===== config.mk =====
export PLATFORM = sky130hd
export DESIGN_NAME = button_press_classifier_unit_flat
export DESIGN_NICKNAME = d
export VERILOG_FILES = /design/src/rtl/core/bpc_pkg.sv /design/src/rtl/core/bpc_in_if.sv /design/src/rtl/core/bpc_out_if.sv /design/src/rtl/core/bpc_cfg_regs.sv /design/src/rtl/core/bpc_button_state.sv /design/src/rtl/core/button_press_classifier_unit.sv /design/src/flat_wrapper.sv
export SDC_FILE = /design/constraint.sdc
export NUM_CORES = 1
export LEC_CHECK = 0
export BUFFER_PORTS_ARGS = -buffer_cell sky130_fd_sc_hd__buf_2
export CORE_UTILIZATION = 30
export CTS_CLUSTER_DIAMETER = 40
export DETAILED_ROUTE_END_ITERATION = 16
export PLACE_DENSITY = 0.47
export SYNTH_ARGS = -nofsm -noshare
export SYNTH_HDL_FRONTEND = slang
export SYNTH_SLANG_ARGS = --single-unit

===== constraint.sdc =====
create_clock -name clk -period 10.7 [get_ports clk]
set_input_delay 0.535 -clock clk [delete_from_list [all_inputs] [get_ports clk]]
set_output_delay 0.535 -clock clk [all_outputs]
set_load 0.05 [all_outputs]

===== src/rtl/core/bpc_pkg.sv =====
// Package for the button press classifier: sizes, codes and shared types.
// No dependencies; imported by every other file of the block but assert_macros.svh.
package bpc_pkg;

    // Sizing
    localparam int NUM_BUTTONS = 8;
    localparam int COUNT_BITS  = 16;
    localparam int BTN_BITS    = (NUM_BUTTONS > 1) ? $clog2(NUM_BUTTONS) : 1;

    // Field widths
    localparam int OP_BITS    = 2;
    localparam int IDX_BITS   = 8;
    localparam int STATE_BITS = 2;
    localparam int TICK_BITS  = 16;
    localparam int CMP_BITS   = (COUNT_BITS > TICK_BITS) ? COUNT_BITS : TICK_BITS;

    // Configuration port
    localparam int CFG_IDX_BITS  = 2;
    localparam int CFG_DATA_BITS = 16;
    localparam logic [CFG_IDX_BITS-1:0] CFG_SHORT_TICKS   = 2'd0;
    localparam logic [CFG_IDX_BITS-1:0] CFG_LONG_TICKS    = 2'd1;
    localparam logic [CFG_IDX_BITS-1:0] CFG_PRESSED_LEVEL = 2'd2;

    // Operation codes
    localparam logic [OP_BITS-1:0] OP_SAMPLE     = 2'd0;
    localparam logic [OP_BITS-1:0] OP_READ_LEVEL = 2'd1;
    localparam logic [OP_BITS-1:0] OP_READ_EDGE  = 2'd2;
    localparam logic [OP_BITS-1:0] OP_READ_FAST  = 2'd3;

    // Button state codes
    localparam logic [STATE_BITS-1:0] ST_RELEASED = 2'd0;
    localparam logic [STATE_BITS-1:0] ST_SHORT    = 2'd1;
    localparam logic [STATE_BITS-1:0] ST_LONG     = 2'd2;
    localparam logic [STATE_BITS-1:0] ST_FAULT    = 2'd3;

    // Effective configuration seen by the classifier
    typedef struct packed {
        logic [TICK_BITS-1:0] short_thr;
        logic [TICK_BITS-1:0] long_thr;
        logic                 pressed_level;
    } cfg_t;

    typedef struct packed {
        logic [OP_BITS-1:0]  operation;
        logic [IDX_BITS-1:0] button_index;
        logic                pin_level;
    } item_t;

    typedef struct packed {
        logic [STATE_BITS-1:0] state_value;
        logic                  press_event;
    } result_t;

endpackage


===== src/rtl/core/bpc_in_if.sv =====
// Input channel of the button classifier: valid/ready plus one item.
// Depends on bpc_pkg.
interface bpc_in_if import bpc_pkg::*; ();

    logic                valid;
    logic                ready;
    logic [OP_BITS-1:0]  operation;
    logic [IDX_BITS-1:0] button_index;
    logic                pin_level;

    modport source (output valid, output operation, output button_index,
                    output pin_level, input ready);
    modport sink   (input valid, input operation, input button_index,
                    input pin_level, output ready);

endinterface


===== src/rtl/core/bpc_out_if.sv =====
// Result channel of the button classifier: valid/ready plus one result.
// Depends on bpc_pkg.
interface bpc_out_if import bpc_pkg::*; ();

    logic                  valid;
    logic                  ready;
    logic [STATE_BITS-1:0] state_value;
    logic                  press_event;

    modport source (output valid, output state_value, output press_event,
                    input ready);
    modport sink   (input valid, input state_value, input press_event,
                    output ready);

endinterface


===== src/rtl/core/bpc_cfg_regs.sv =====
// Configuration registers and derived thresholds of the button classifier.
// Depends on bpc_pkg.
module bpc_cfg_regs import bpc_pkg::*; (
    input  logic                     clk,
    input  logic                     rst_n,
    input  logic                     wr_en,
    input  logic [CFG_IDX_BITS-1:0]  wr_index,
    input  logic [CFG_DATA_BITS-1:0] wr_data,
    output cfg_t                     cfg
);

    logic [TICK_BITS-1:0] short_ticks_reg;
    logic [TICK_BITS-1:0] long_ticks_reg;
    logic                 pressed_level_reg;
    logic [TICK_BITS-1:0] short_thr;

    // Register writes
    always_ff @(posedge clk or negedge rst_n)
    begin
        if (!rst_n)
        begin
            short_ticks_reg   <= TICK_BITS'(5);
            long_ticks_reg    <= TICK_BITS'(100);
            pressed_level_reg <= 1'b0;
        end
        else if (wr_en)
        begin
            unique case (wr_index)
                CFG_SHORT_TICKS:   short_ticks_reg   <= wr_data[TICK_BITS-1:0];
                CFG_LONG_TICKS:    long_ticks_reg    <= wr_data[TICK_BITS-1:0];
                CFG_PRESSED_LEVEL: pressed_level_reg <= wr_data[0];
                default:           ;
            endcase
        end
    end

    // Zero short threshold acts as one; long threshold never below short
    always_comb
    begin
        short_thr = (short_ticks_reg == '0) ? TICK_BITS'(1) : short_ticks_reg;
        cfg.short_thr     = short_thr;
        cfg.long_thr      = (long_ticks_reg < short_thr) ? short_thr : long_ticks_reg;
        cfg.pressed_level = pressed_level_reg;
    end

endmodule


===== src/rtl/core/bpc_button_state.sv =====
// Per-button state table and the single-pass update for one transaction.
// Depends on bpc_pkg.
module bpc_button_state import bpc_pkg::*; (
    input  logic    clk,
    input  logic    rst_n,
    input  logic    en,
    input  item_t   item,
    input  cfg_t    cfg,
    output result_t res
);

    logic [STATE_BITS-1:0] level_reg   [NUM_BUTTONS];
    logic [STATE_BITS-1:0] edge_reg    [NUM_BUTTONS];
    logic [STATE_BITS-1:0] fast_reg    [NUM_BUTTONS];
    logic                  armed_reg   [NUM_BUTTONS];
    logic [COUNT_BITS-1:0] short_cnt_reg [NUM_BUTTONS];
    logic [COUNT_BITS-1:0] long_cnt_reg  [NUM_BUTTONS];
    logic                  timeout_reg [NUM_BUTTONS];

    logic [STATE_BITS-1:0] level_next;
    logic [STATE_BITS-1:0] edge_next;
    logic [STATE_BITS-1:0] fast_next;
    logic                  armed_next;
    logic [COUNT_BITS-1:0] short_cnt_next;
    logic [COUNT_BITS-1:0] long_cnt_next;
    logic                  timeout_next;

    logic                  idx_ok;
    logic [BTN_BITS-1:0]   btn;
    logic                  pressed;
    logic [COUNT_BITS-1:0] short_inc;
    logic [COUNT_BITS-1:0] long_inc;

    assign idx_ok  = (item.button_index < IDX_BITS'(NUM_BUTTONS));
    assign btn     = item.button_index[BTN_BITS-1:0];
    assign pressed = (item.pin_level == cfg.pressed_level);

    // Saturating increments of the selected counters
    assign short_inc = (short_cnt_reg[btn] == '1) ? short_cnt_reg[btn]
                                                  : short_cnt_reg[btn] + 1'b1;
    assign long_inc  = (long_cnt_reg[btn] == '1) ? long_cnt_reg[btn]
                                                 : long_cnt_reg[btn] + 1'b1;

    // Next state of the addressed button and the result
    always_comb
    begin
        level_next     = level_reg[btn];
        edge_next      = edge_reg[btn];
        fast_next      = fast_reg[btn];
        armed_next     = armed_reg[btn];
        short_cnt_next = short_cnt_reg[btn];
        long_cnt_next  = long_cnt_reg[btn];
        timeout_next   = timeout_reg[btn];
        res.state_value = ST_RELEASED;
        res.press_event = 1'b0;

        if (item.operation == OP_SAMPLE)
        begin
            if (idx_ok && !pressed)
            begin
                level_next     = ST_RELEASED;
                fast_next      = ST_RELEASED;
                armed_next     = 1'b1;
                short_cnt_next = '0;
                long_cnt_next  = '0;
            end
            else if (idx_ok)
            begin
                short_cnt_next = short_inc;
                long_cnt_next  = long_inc;
                case (level_reg[btn])
                    ST_RELEASED:
                    begin
                        if (CMP_BITS'(short_inc) >= CMP_BITS'(cfg.short_thr))
                        begin
                            level_next      = ST_SHORT;
                            fast_next       = ST_SHORT;
                            if (armed_reg[btn])
                                edge_next   = ST_SHORT;
                            res.press_event = 1'b1;
                            short_cnt_next  = '0;
                            timeout_next    = 1'b1;
                        end
                    end
                    ST_SHORT:
                    begin
                        armed_next = 1'b1;
                        if (CMP_BITS'(long_inc) >= CMP_BITS'(cfg.long_thr))
                        begin
                            level_next    = ST_LONG;
                            long_cnt_next = '0;
                        end
                        fast_next      = ST_RELEASED;
                        short_cnt_next = '0;
                        timeout_next   = 1'b0;
                    end
                    ST_LONG:
                    begin
                        fast_next = timeout_reg[btn] ? ST_RELEASED : ST_LONG;
                        if (armed_reg[btn])
                            edge_next = ST_LONG;
                        timeout_next = 1'b1;
                    end
                    default: ;
                endcase
            end
        end
        else if (!idx_ok)
        begin
            res.state_value = ST_FAULT;
        end
        else
        begin
            case (item.operation)
                OP_READ_LEVEL: res.state_value = level_reg[btn];
                OP_READ_EDGE:  res.state_value = edge_reg[btn];
                default:       res.state_value = fast_reg[btn];
            endcase
            // level and edge reads consume the latched edge
            if (item.operation != OP_READ_FAST)
            begin
                edge_next  = ST_RELEASED;
                armed_next = 1'b0;
            end
        end
    end

    // Write back the addressed entry
    always_ff @(posedge clk or negedge rst_n)
    begin
        if (!rst_n)
        begin
            for (int i = 0; i < NUM_BUTTONS; i++)
            begin
                level_reg[i]     <= ST_RELEASED;
                edge_reg[i]      <= ST_RELEASED;
                fast_reg[i]      <= ST_RELEASED;
                armed_reg[i]     <= 1'b0;
                short_cnt_reg[i] <= '0;
                long_cnt_reg[i]  <= '0;
                timeout_reg[i]   <= 1'b0;
            end
        end
        else if (en && idx_ok)
        begin
            level_reg[btn]     <= level_next;
            edge_reg[btn]      <= edge_next;
            fast_reg[btn]      <= fast_next;
            armed_reg[btn]     <= armed_next;
            short_cnt_reg[btn] <= short_cnt_next;
            long_cnt_reg[btn]  <= long_cnt_next;
            timeout_reg[btn]   <= timeout_next;
        end
    end

endmodule


===== src/rtl/core/button_press_classifier_unit.sv =====
// Top level of the button press classifier: input register, state update, result register.
// Depends on bpc_pkg, bpc_in_if, bpc_out_if, bpc_cfg_regs, bpc_button_state.
//
//   channel   | role             | payload
//   ----------+------------------+----------------------------------------------
//   item      | sink, valid/ready| operation, button_index, pin_level
//   result    | source, valid/rdy| state_value, press_event
//   cfg       | write only       | cfg_wr_en, cfg_index, cfg_data
//
// One transaction per cycle unless results stall; items pass input, then result register.
// The button state is read and written back in the cycle between the two registers,
// so consecutive transactions on the same button see each other's updates.
// Reset clears the state of every button and both valid flags at once; no sweep.
// A stalled result holds in the result register while the input register takes one more.
module button_press_classifier_unit import bpc_pkg::*; (
    input  logic                     clk,
    input  logic                     rst_n,
    bpc_in_if.sink                   item,
    bpc_out_if.source                result,
    input  logic                     cfg_wr_en,
    input  logic [CFG_IDX_BITS-1:0]  cfg_index,
    input  logic [CFG_DATA_BITS-1:0] cfg_data
);

    cfg_t    cfg;
    item_t   item_reg;
    logic    in_valid_reg;
    logic    in_valid_next;
    result_t result_reg;
    result_t result_next;
    logic    out_valid_reg;
    logic    out_valid_next;
    logic    out_free;
    logic    fire;
    logic    take;

    // Configuration
    bpc_cfg_regs u_cfg (
        .clk      (clk),
        .rst_n    (rst_n),
        .wr_en    (cfg_wr_en),
        .wr_index (cfg_index),
        .wr_data  (cfg_data),
        .cfg      (cfg)
    );

    // Handshake control
    assign out_free   = !out_valid_reg || result.ready;
    assign fire       = in_valid_reg && out_free;
    assign item.ready = !in_valid_reg || out_free;
    assign take       = item.valid && item.ready;

    assign in_valid_next  = take ? 1'b1 : (fire ? 1'b0 : in_valid_reg);
    assign out_valid_next = fire ? 1'b1 : (result.ready ? 1'b0 : out_valid_reg);

    always_ff @(posedge clk or negedge rst_n)
    begin
        if (!rst_n)
        begin
            in_valid_reg  <= 1'b0;
            out_valid_reg <= 1'b0;
        end
        else
        begin
            in_valid_reg  <= in_valid_next;
            out_valid_reg <= out_valid_next;
        end
    end

    // Input register
    always_ff @(posedge clk)
    begin
        if (take)
        begin
            item_reg.operation    <= item.operation;
            item_reg.button_index <= item.button_index;
            item_reg.pin_level    <= item.pin_level;
        end
    end

    // Button state update
    bpc_button_state u_state (
        .clk   (clk),
        .rst_n (rst_n),
        .en    (fire),
        .item  (item_reg),
        .cfg   (cfg),
        .res   (result_next)
    );

    // Result register
    always_ff @(posedge clk)
    begin
        if (fire)
            result_reg <= result_next;
    end

    assign result.valid       = out_valid_reg;
    assign result.state_value = result_reg.state_value;
    assign result.press_event = result_reg.press_event;

endmodule


===== src/flat_wrapper.sv =====
// flat-port wrapper written by rule: the top's interface ports become plain ports
module button_press_classifier_unit_flat import bpc_pkg::*;
  (clk, rst_n, cfg_wr_en, cfg_index, cfg_data, item_valid, item_operation, item_button_index, item_pin_level, item_ready, result_valid, result_state_value, result_press_event, result_ready);
  bpc_in_if item_i ();
  bpc_out_if result_i ();
  input  logic clk;
  input  logic rst_n;
  input  logic cfg_wr_en;
  input  logic [CFG_IDX_BITS-1:0] cfg_index;
  input  logic [CFG_DATA_BITS-1:0] cfg_data;
  input wire logic [$bits(item_i.valid)-1:0] item_valid;
  input wire logic [$bits(item_i.operation)-1:0] item_operation;
  input wire logic [$bits(item_i.button_index)-1:0] item_button_index;
  input wire logic [$bits(item_i.pin_level)-1:0] item_pin_level;
  output wire logic [$bits(item_i.ready)-1:0] item_ready;
  output wire logic [$bits(result_i.valid)-1:0] result_valid;
  output wire logic [$bits(result_i.state_value)-1:0] result_state_value;
  output wire logic [$bits(result_i.press_event)-1:0] result_press_event;
  input wire logic [$bits(result_i.ready)-1:0] result_ready;
  assign item_i.valid = item_valid;
  assign item_i.operation = item_operation;
  assign item_i.button_index = item_button_index;
  assign item_i.pin_level = item_pin_level;
  assign item_ready = item_i.ready;
  assign result_valid = result_i.valid;
  assign result_state_value = result_i.state_value;
  assign result_press_event = result_i.press_event;
  assign result_i.ready = result_ready;
  button_press_classifier_unit u_core (.clk(clk), .rst_n(rst_n), .item(item_i), .result(result_i), .cfg_wr_en(cfg_wr_en), .cfg_index(cfg_index), .cfg_data(cfg_data));
endmodule

# After elaboration in Yosys (flattened, before gate mapping)
# Cells that the tools add are included.
# Widths: inputs -> output; s select.
# word_totals
reg_bits,369
input_bits,34
# classes
order_cmp,6
muxes,87
n_eq_ne,10
n_reduce_logical,20
n_bitwise,4
addsub,2
# ops
op,n
$mux 16,18
$bwmux 128,2
$bmux 16 s3,2
$mux 2,26
$bwmux 16,3
$demux 16 s3,1
$add 16x1->16 const B,2
$eq 16x16->1 const B,2
$ge 16x16->1,2
$pmux 16 s2,1
$mux 1,20
$bmux 2 s3,3
$bwmux 8,2
$logic_not 16->1,1
$lt 16x16->1,1
$pmux 2 s2,3
$lt 8x4->1 const B,1
$bmux 1 s3,2
$demux 2 s3,1
$eq 2x1->1 const B,3
$eq 2x2->1 const B,3
$logic_not 2->1,3
$pmux 2 s3,1
$reduce_and 2->1,3
other kinds (13),23

# Logic depth before layout (Yosys ltp)
# depth
word_depth,13
ltp_mapped,26

# By module
# A second synthesis with hierarchy kept.
# hier_totals
hier_cells,1911
area_unflattened_um2,19780.2
# by_module_without_submodules
mod,area_per_inst_um2,cells_per_inst,instances,seq_area_each_um2
bpc_button_state,17336.6,1706,1,8007.7
bpc_cfg_regs,1919.3,183,1,832.0
button_press_classifier_unit,524.3,22,1,470.5

# Worst setup path before layout
# Ideal clock, no wire load.
# synth_timing
path_type,reg2reg
startpoint,reg u_core.item_reg[1] (netlist bit)
endpoint,reg u_core.u_state.short_cnt_reg[30] (netlist bit)
required_ps,10623
setup_slack_ps,5328
setup_time_ps,77
path_stages_with_launch,26
arrival_ps,5295
cell_sequence,edfxtp_1 -> buf_4 -> buf_6 -> buf_6 -> buf_2 -> nor2_1 -> a32oi_1 -> o21ai_1 -> ha_1 -> nand3_1 -> or3_4 -> buf_2 -> buf_2 -> nand2_1 -> xnor2_1 -> ha_1 -> a41o_1 -> a21oi_1 -> o211ai_1 -> a21o_1 -> clkbuf_1 -> o22ai_1 -> clkbuf_1 -> a21oi_1 -> o2bb2a_1 -> o21ai_1
# synth_via
elab_chain_len,13
elab_cells_between_ends,27
classes_between,add/sub (1); order compare (4); eq/ne (2); mux (15); bitwise (1); reduce/logical (4)
# synth_lines
element,line,rtl
from (decl),button_press_classifier_unit.sv:26,item_t item_reg;
$not 3->4 (implied by the code),n/a,
$bmux 16 s3,"bpc_button_state.sv:39, bpc_button_state.sv:40, bpc_button_state.sv:51",
$mux 16 (implied by the code) (2 in a row),"bpc_button_state.sv:39, bpc_button_state.sv:40, bpc_button_state.sv:51",
$add 16x1->16 / $eq 16x16->1 (equally long branches),"bpc_button_state.sv:40, bpc_button_state.sv:39",
$mux 16,bpc_button_state.sv:39,assign short_inc = (short_cnt_reg[btn] == '1) ? short_cnt_reg[btn]
$ge 16x16->1,bpc_button_state.sv:74,if (CMP_BITS'(short_inc) >= CMP_BITS'(cfg.short_thr))
$mux 16,bpc_button_state.sv:74,
$pmux 16 s2,bpc_button_state.sv:71,case (level_reg[btn])
$mux 16,bpc_button_state.sv:67,else if (idx_ok)
$mux 16,bpc_button_state.sv:59,if (idx_ok && !pressed)
$mux 16,bpc_button_state.sv:57,if (item.operation == OP_SAMPLE)
$bwmux 128,bpc_button_state.sv:150,short_cnt_reg[btn] <= short_cnt_next;
"to (signal, indexed assignment)",bpc_button_state.sv:150,
to (decl),bpc_button_state.sv:16,logic [COUNT_BITS-1:0] short_cnt_reg [NUM_BUTTONS];
# Several ways; a longest one is shown, not always the timed one. The select of a mux whose other input is x is not followed.
# A chain may end at the register's enable or synchronous reset.

# Final worst setup path
# layout_timing
startpoint,reg u_core.item_reg[2] (netlist bit)
endpoint,reg u_core.u_state.long_cnt_reg[46] (netlist bit)
# layout_via
elab_chain_len,13
elab_cells_between_ends,26
classes_between,add/sub (1); order compare (4); eq/ne (2); mux (15); bitwise (1); reduce/logical (3)
# layout_lines
element,line,rtl
$not 3->4 (implied by the code),n/a,
$bmux 16 s3,"bpc_button_state.sv:41, bpc_button_state.sv:42, bpc_button_state.sv:52",
$mux 16 (implied by the code) (2 in a row),"bpc_button_state.sv:41, bpc_button_state.sv:42, bpc_button_state.sv:52",
$add 16x1->16 / $eq 16x16->1 (equally long branches),"bpc_button_state.sv:42, bpc_button_state.sv:41",
$mux 16,bpc_button_state.sv:41,assign long_inc = (long_cnt_reg[btn] == '1) ? long_cnt_reg[btn]
$ge 16x16->1,bpc_button_state.sv:88,if (CMP_BITS'(long_inc) >= CMP_BITS'(cfg.long_thr))
$mux 16,bpc_button_state.sv:88,
$mux 16,bpc_button_state.sv:71,
$mux 16,bpc_button_state.sv:67,
$mux 16,bpc_button_state.sv:59,
$mux 16,bpc_button_state.sv:57,
$bwmux 128,bpc_button_state.sv:151,long_cnt_reg[btn] <= long_cnt_next;
"to (signal, indexed assignment)",bpc_button_state.sv:151,
to (decl),bpc_button_state.sv:17,logic [COUNT_BITS-1:0] long_cnt_reg [NUM_BUTTONS];
# Several ways; a longest one is shown, not always the timed one. The select of a mux whose other input is x is not followed.

==> metrics.md <==
| Metric | Value |
|---|---|
| Inst Count DP | `between 2000 and 3000` |
| Initial antenna violation count | `0` |
| Main synth FF type | `dfrtp_1` |
| Yosys reg bits | `369` |
| Largest net degree at the start of global routing | `between 150 and 200` |
| Starting DRT DRC Count | `between 1000 and 1500` |
| Synth Warn # | `0` |
| Relative slew slack | `0.190` |
| Post-CTS Resized | `0` |
| Cell Chain, Critical Path | `buf_4 > buf_4 > nor2b_1 > a221oi_1 > o22ai_1 > o2111ai_1 > o31ai_2 > nor2_1 > xnor2_1 > ha_1 > a211oi_1 > nor2_1 > o221a_2 > a211oi_1 > o41a_1 > nor2_1 > a311oi_2 > mux2_2` |
| Synth area leaders | `dfrtp_1 46%, mux2_2 7.7%, mux4_2 5.8%, nand2_1 5.4%, o21ai_0 4.0%` |
| Total gr overflow | `0` |
| Area delta synth->final | `19.5%` |
| Post-Synthesis Cells | `1789` |
| Fmax | `0.132 GHz` |
| Status | `complete, no violations` |
| Final Hold Vio Count | `0` |
| Finished Layout Cells | `2715` |
| Min Clock Period, post-route | `7570 ps` |
| Horiz. Die Dim | `253 µm` |
| Worst endpoint required time | `between 10000 and 15000 ps` |
| Worst setup startpoint | `u_core.item_reg[2]$_DFFE_PP_` |
| Most used cell, CP | `nor2_1` |
| H-tree depth | `3` |
| Synthesized netlist net count | `~1900` |
| Critical Path End | `u_core.u_state.long_cnt_reg[46]$_DFFE_PN0P_` |
| Mapped Avg Cell Area | `10.6 µm²` |
| Launching point of the worst reg2reg path | `u_core.item_reg[2]$_DFFE_PP_` |
| Synth area leader | `dfrtp_1` |
| Clock Sinks | `369` |
| Core area | `61900 µm²` |
| I/O pin total | `39` |
| Sequential share of the synthesized area | `0.493` |
| Final TNS setup | `0 ps` |
| Layout cells sized above 1 | `0.222` |
| Post-placement setup slack | `3230 ps` |
| Yosys cell types | `88` |
| Full die area | `64000 µm²` |
| Unrepaired setup endpoints after global routing | `no` |
| WP data arrival | `8100 ps` |
| First-pass GRT wire length | `about 87000 µm` |
| CP Buf/Inv Count | `2` |
| Pleak | `9.94 nW` |
| Core Rows | `91` |
| Post-CTS Setup Bufs | `0` |
| Final instance area | `22600 µm²` |
| Most common cell in the synthesized netlist | `dfrtp_1` |
| Max-cap violations | `0` |
| CP Capture Type | `flop` |
| Post-route ant nets | `0` |
| Reg2Reg Depth | `18` |
| Final hold slack | `40.5 ps` |
| Post-route DRC violation count | `0` |
| Via count | `~14000` |
| Ys async rst share | `0.962` |
| TritonCTS clock tree | `yes` |
| WL per Instance | `20.9 µm` |
| Mapped cell area | `roughly 19000 µm²` |
| Nets | `1908` |
| Least-Margin Pin Slew | `roughly 1200 ps` |
| Levels on crit path | `18` |
| DP HPWL | `36300 µm` |
| Startpoint types | `flop` |
| Clock latency on the worst-skew pair | `roughly 600 ps` |
| Clk buf depth | `3` |
| CP max stage delay | `730 ps` |
| Fillers | `6179` |
| Worst hold-check path type | `input port to async pin` |
| Buffers added on ports | `38` |
| Placed Area | `between 15000 and 20000 µm²` |
| Die height | `253 µm` |
| Final setup viols | `0` |
| Fin crit share | `0.707` |
| Hold Buf Count CTS | `0` |
| PwrDens | `approximately 190 nW/µm²` |
| Vias per cell | `just over 5` |
| Gp weighted congestion | `0.867` |
| Final setup margin | `3130 ps` |
| Synth top cells by count | `350 x dfrtp_1, 270 x nand2_1, 152 x o21ai_0` |
| VDD IR max | `116 µV` |
| Starting Density | `0.305` |
| Final Util | `0.365` |
| Vias in the first global route | `14183` |
| Number of synthesized flops with an enable pin | `14` |
| N_diodes | `0` |
| R2R Path End | `u_core.u_state.long_cnt_reg[46]$_DFFE_PN0P_` |
| Critical path's top delay family | `compound AO/OA/AOI/OAI gates` |
| Top cell type's share of synthesized area | `0.463` |
| Max FO, Critical Path | `40` |
| Setup CP Type | `flop to flop` |
| Clock transition at the registers of the reported paths | `50 ps` |
| Routed wire length | `roughly 57000 µm` |
| Root buf cell | `clkbuf_16` |
| Cts bufs inserted | `70` |
| Total GRT Usage | `0.181` |
| R2R setup slack | `3130 ps` |
| Clk_skew | `25.6 ps` |
| Slowest CP cell | `o41a_1` |
| Pwr Total | `between 4 and 5 mW` |
| Fin. max-slew vios | `0` |
| Pre-antenna DRT Iters | `7` |
==> layer usage <==
metal,global-route usage,up-vias,share of wire
met4,0.0523,0,0.021
met1,0.246,7102,0.46
met2,0.292,371,0.47
li1,-,6540,-
met5,0,-,0
met3,0.0327,89,0.051
==> logic make-up (layout without fill, tap and decap cells) <==
group	Yosys count	in the layout	synth area share
AO/OA/AOI/OAI	454	454	0.149
XOR/XNOR	25	25	0.0116
adder cells (fa/ha/maj)	53	53	0.0351
buffers and inverters	136	225	0.0323
flip-flops	369	369	0.493
multiplexers	212	212	0.154
AND/OR/NAND/NOR	540	540	0.126
==> worst min-delay path by stage <==
stage               slack, ps                                      start                                           end
floorplan                 240                                      rst_n               u_core.in_valid_reg$_DFFE_PN0P_
CTS                        70                                      rst_n  u_core.u_state.short_cnt_reg[60]$_DFFE_PN0P_
finish                     40                                      rst_n  u_core.u_state.short_cnt_reg[28]$_DFFE_PN0P_
detailed placement        460  u_core.u_state.timeout_reg[3]$_DFFE_PN0P_     u_core.u_state.timeout_reg[3]$_DFFE_PN0P_
global route               80                             item_pin_level                  u_core.item_reg[0]$_DFFE_PP_
global placement          450  u_core.u_state.timeout_reg[0]$_DFFE_PN0P_     u_core.u_state.timeout_reg[0]$_DFFE_PN0P_
==> power by group <==
part / internal [mW] / switching (mW) / leakage [nW]
Clock: 1.64 / 0.804 / 1.26
Combinational: 0.149 / 0.270 / 3.69
Sequential: 1.47 / 0.0392 / 4.99
==> cells in the final DEF, fill, tap and decap left out, drive strengths merged, types with 7 or more instances in the layout <==
master	n
a21o	14
a21oi	131
a221o	8
a221oi	23
a22oi	9
a31oi	9
and2	13
and3	8
buf	69
bufinv	13
clkbuf	83
clkinv	10
clkinvlp	8
dfrtp	350
edfxtp	14
ha	53
inv	42
mux2	134
mux2i	29
mux4	49
nand2	270
nand2b	10
nand3	16
nand4	10
nor2	147
nor3	15
nor3b	7
o211ai	7
o21a	7
o21ai	183
xnor2	16
xor2	9
==> cell type report <==
| cell class | count | area [µm²] | area share |
|---|---|---|---|
| flip-flops and latches | 369 | 9310 | 0.412 |
| clock inverters | 46 | 659 | 0.0292 |
| well taps | 837 | 1050 | 0.0464 |
| inverters | 27 | 101 | 0.00449 |
| clock buffers | 83 | 1960 | 0.0866 |
| repair buffers | 69 | 458 | 0.0203 |
| multi-input cells | 1284 | 9050 | 0.401 |
Note: power is estimated with default switching activity, not from simulation.
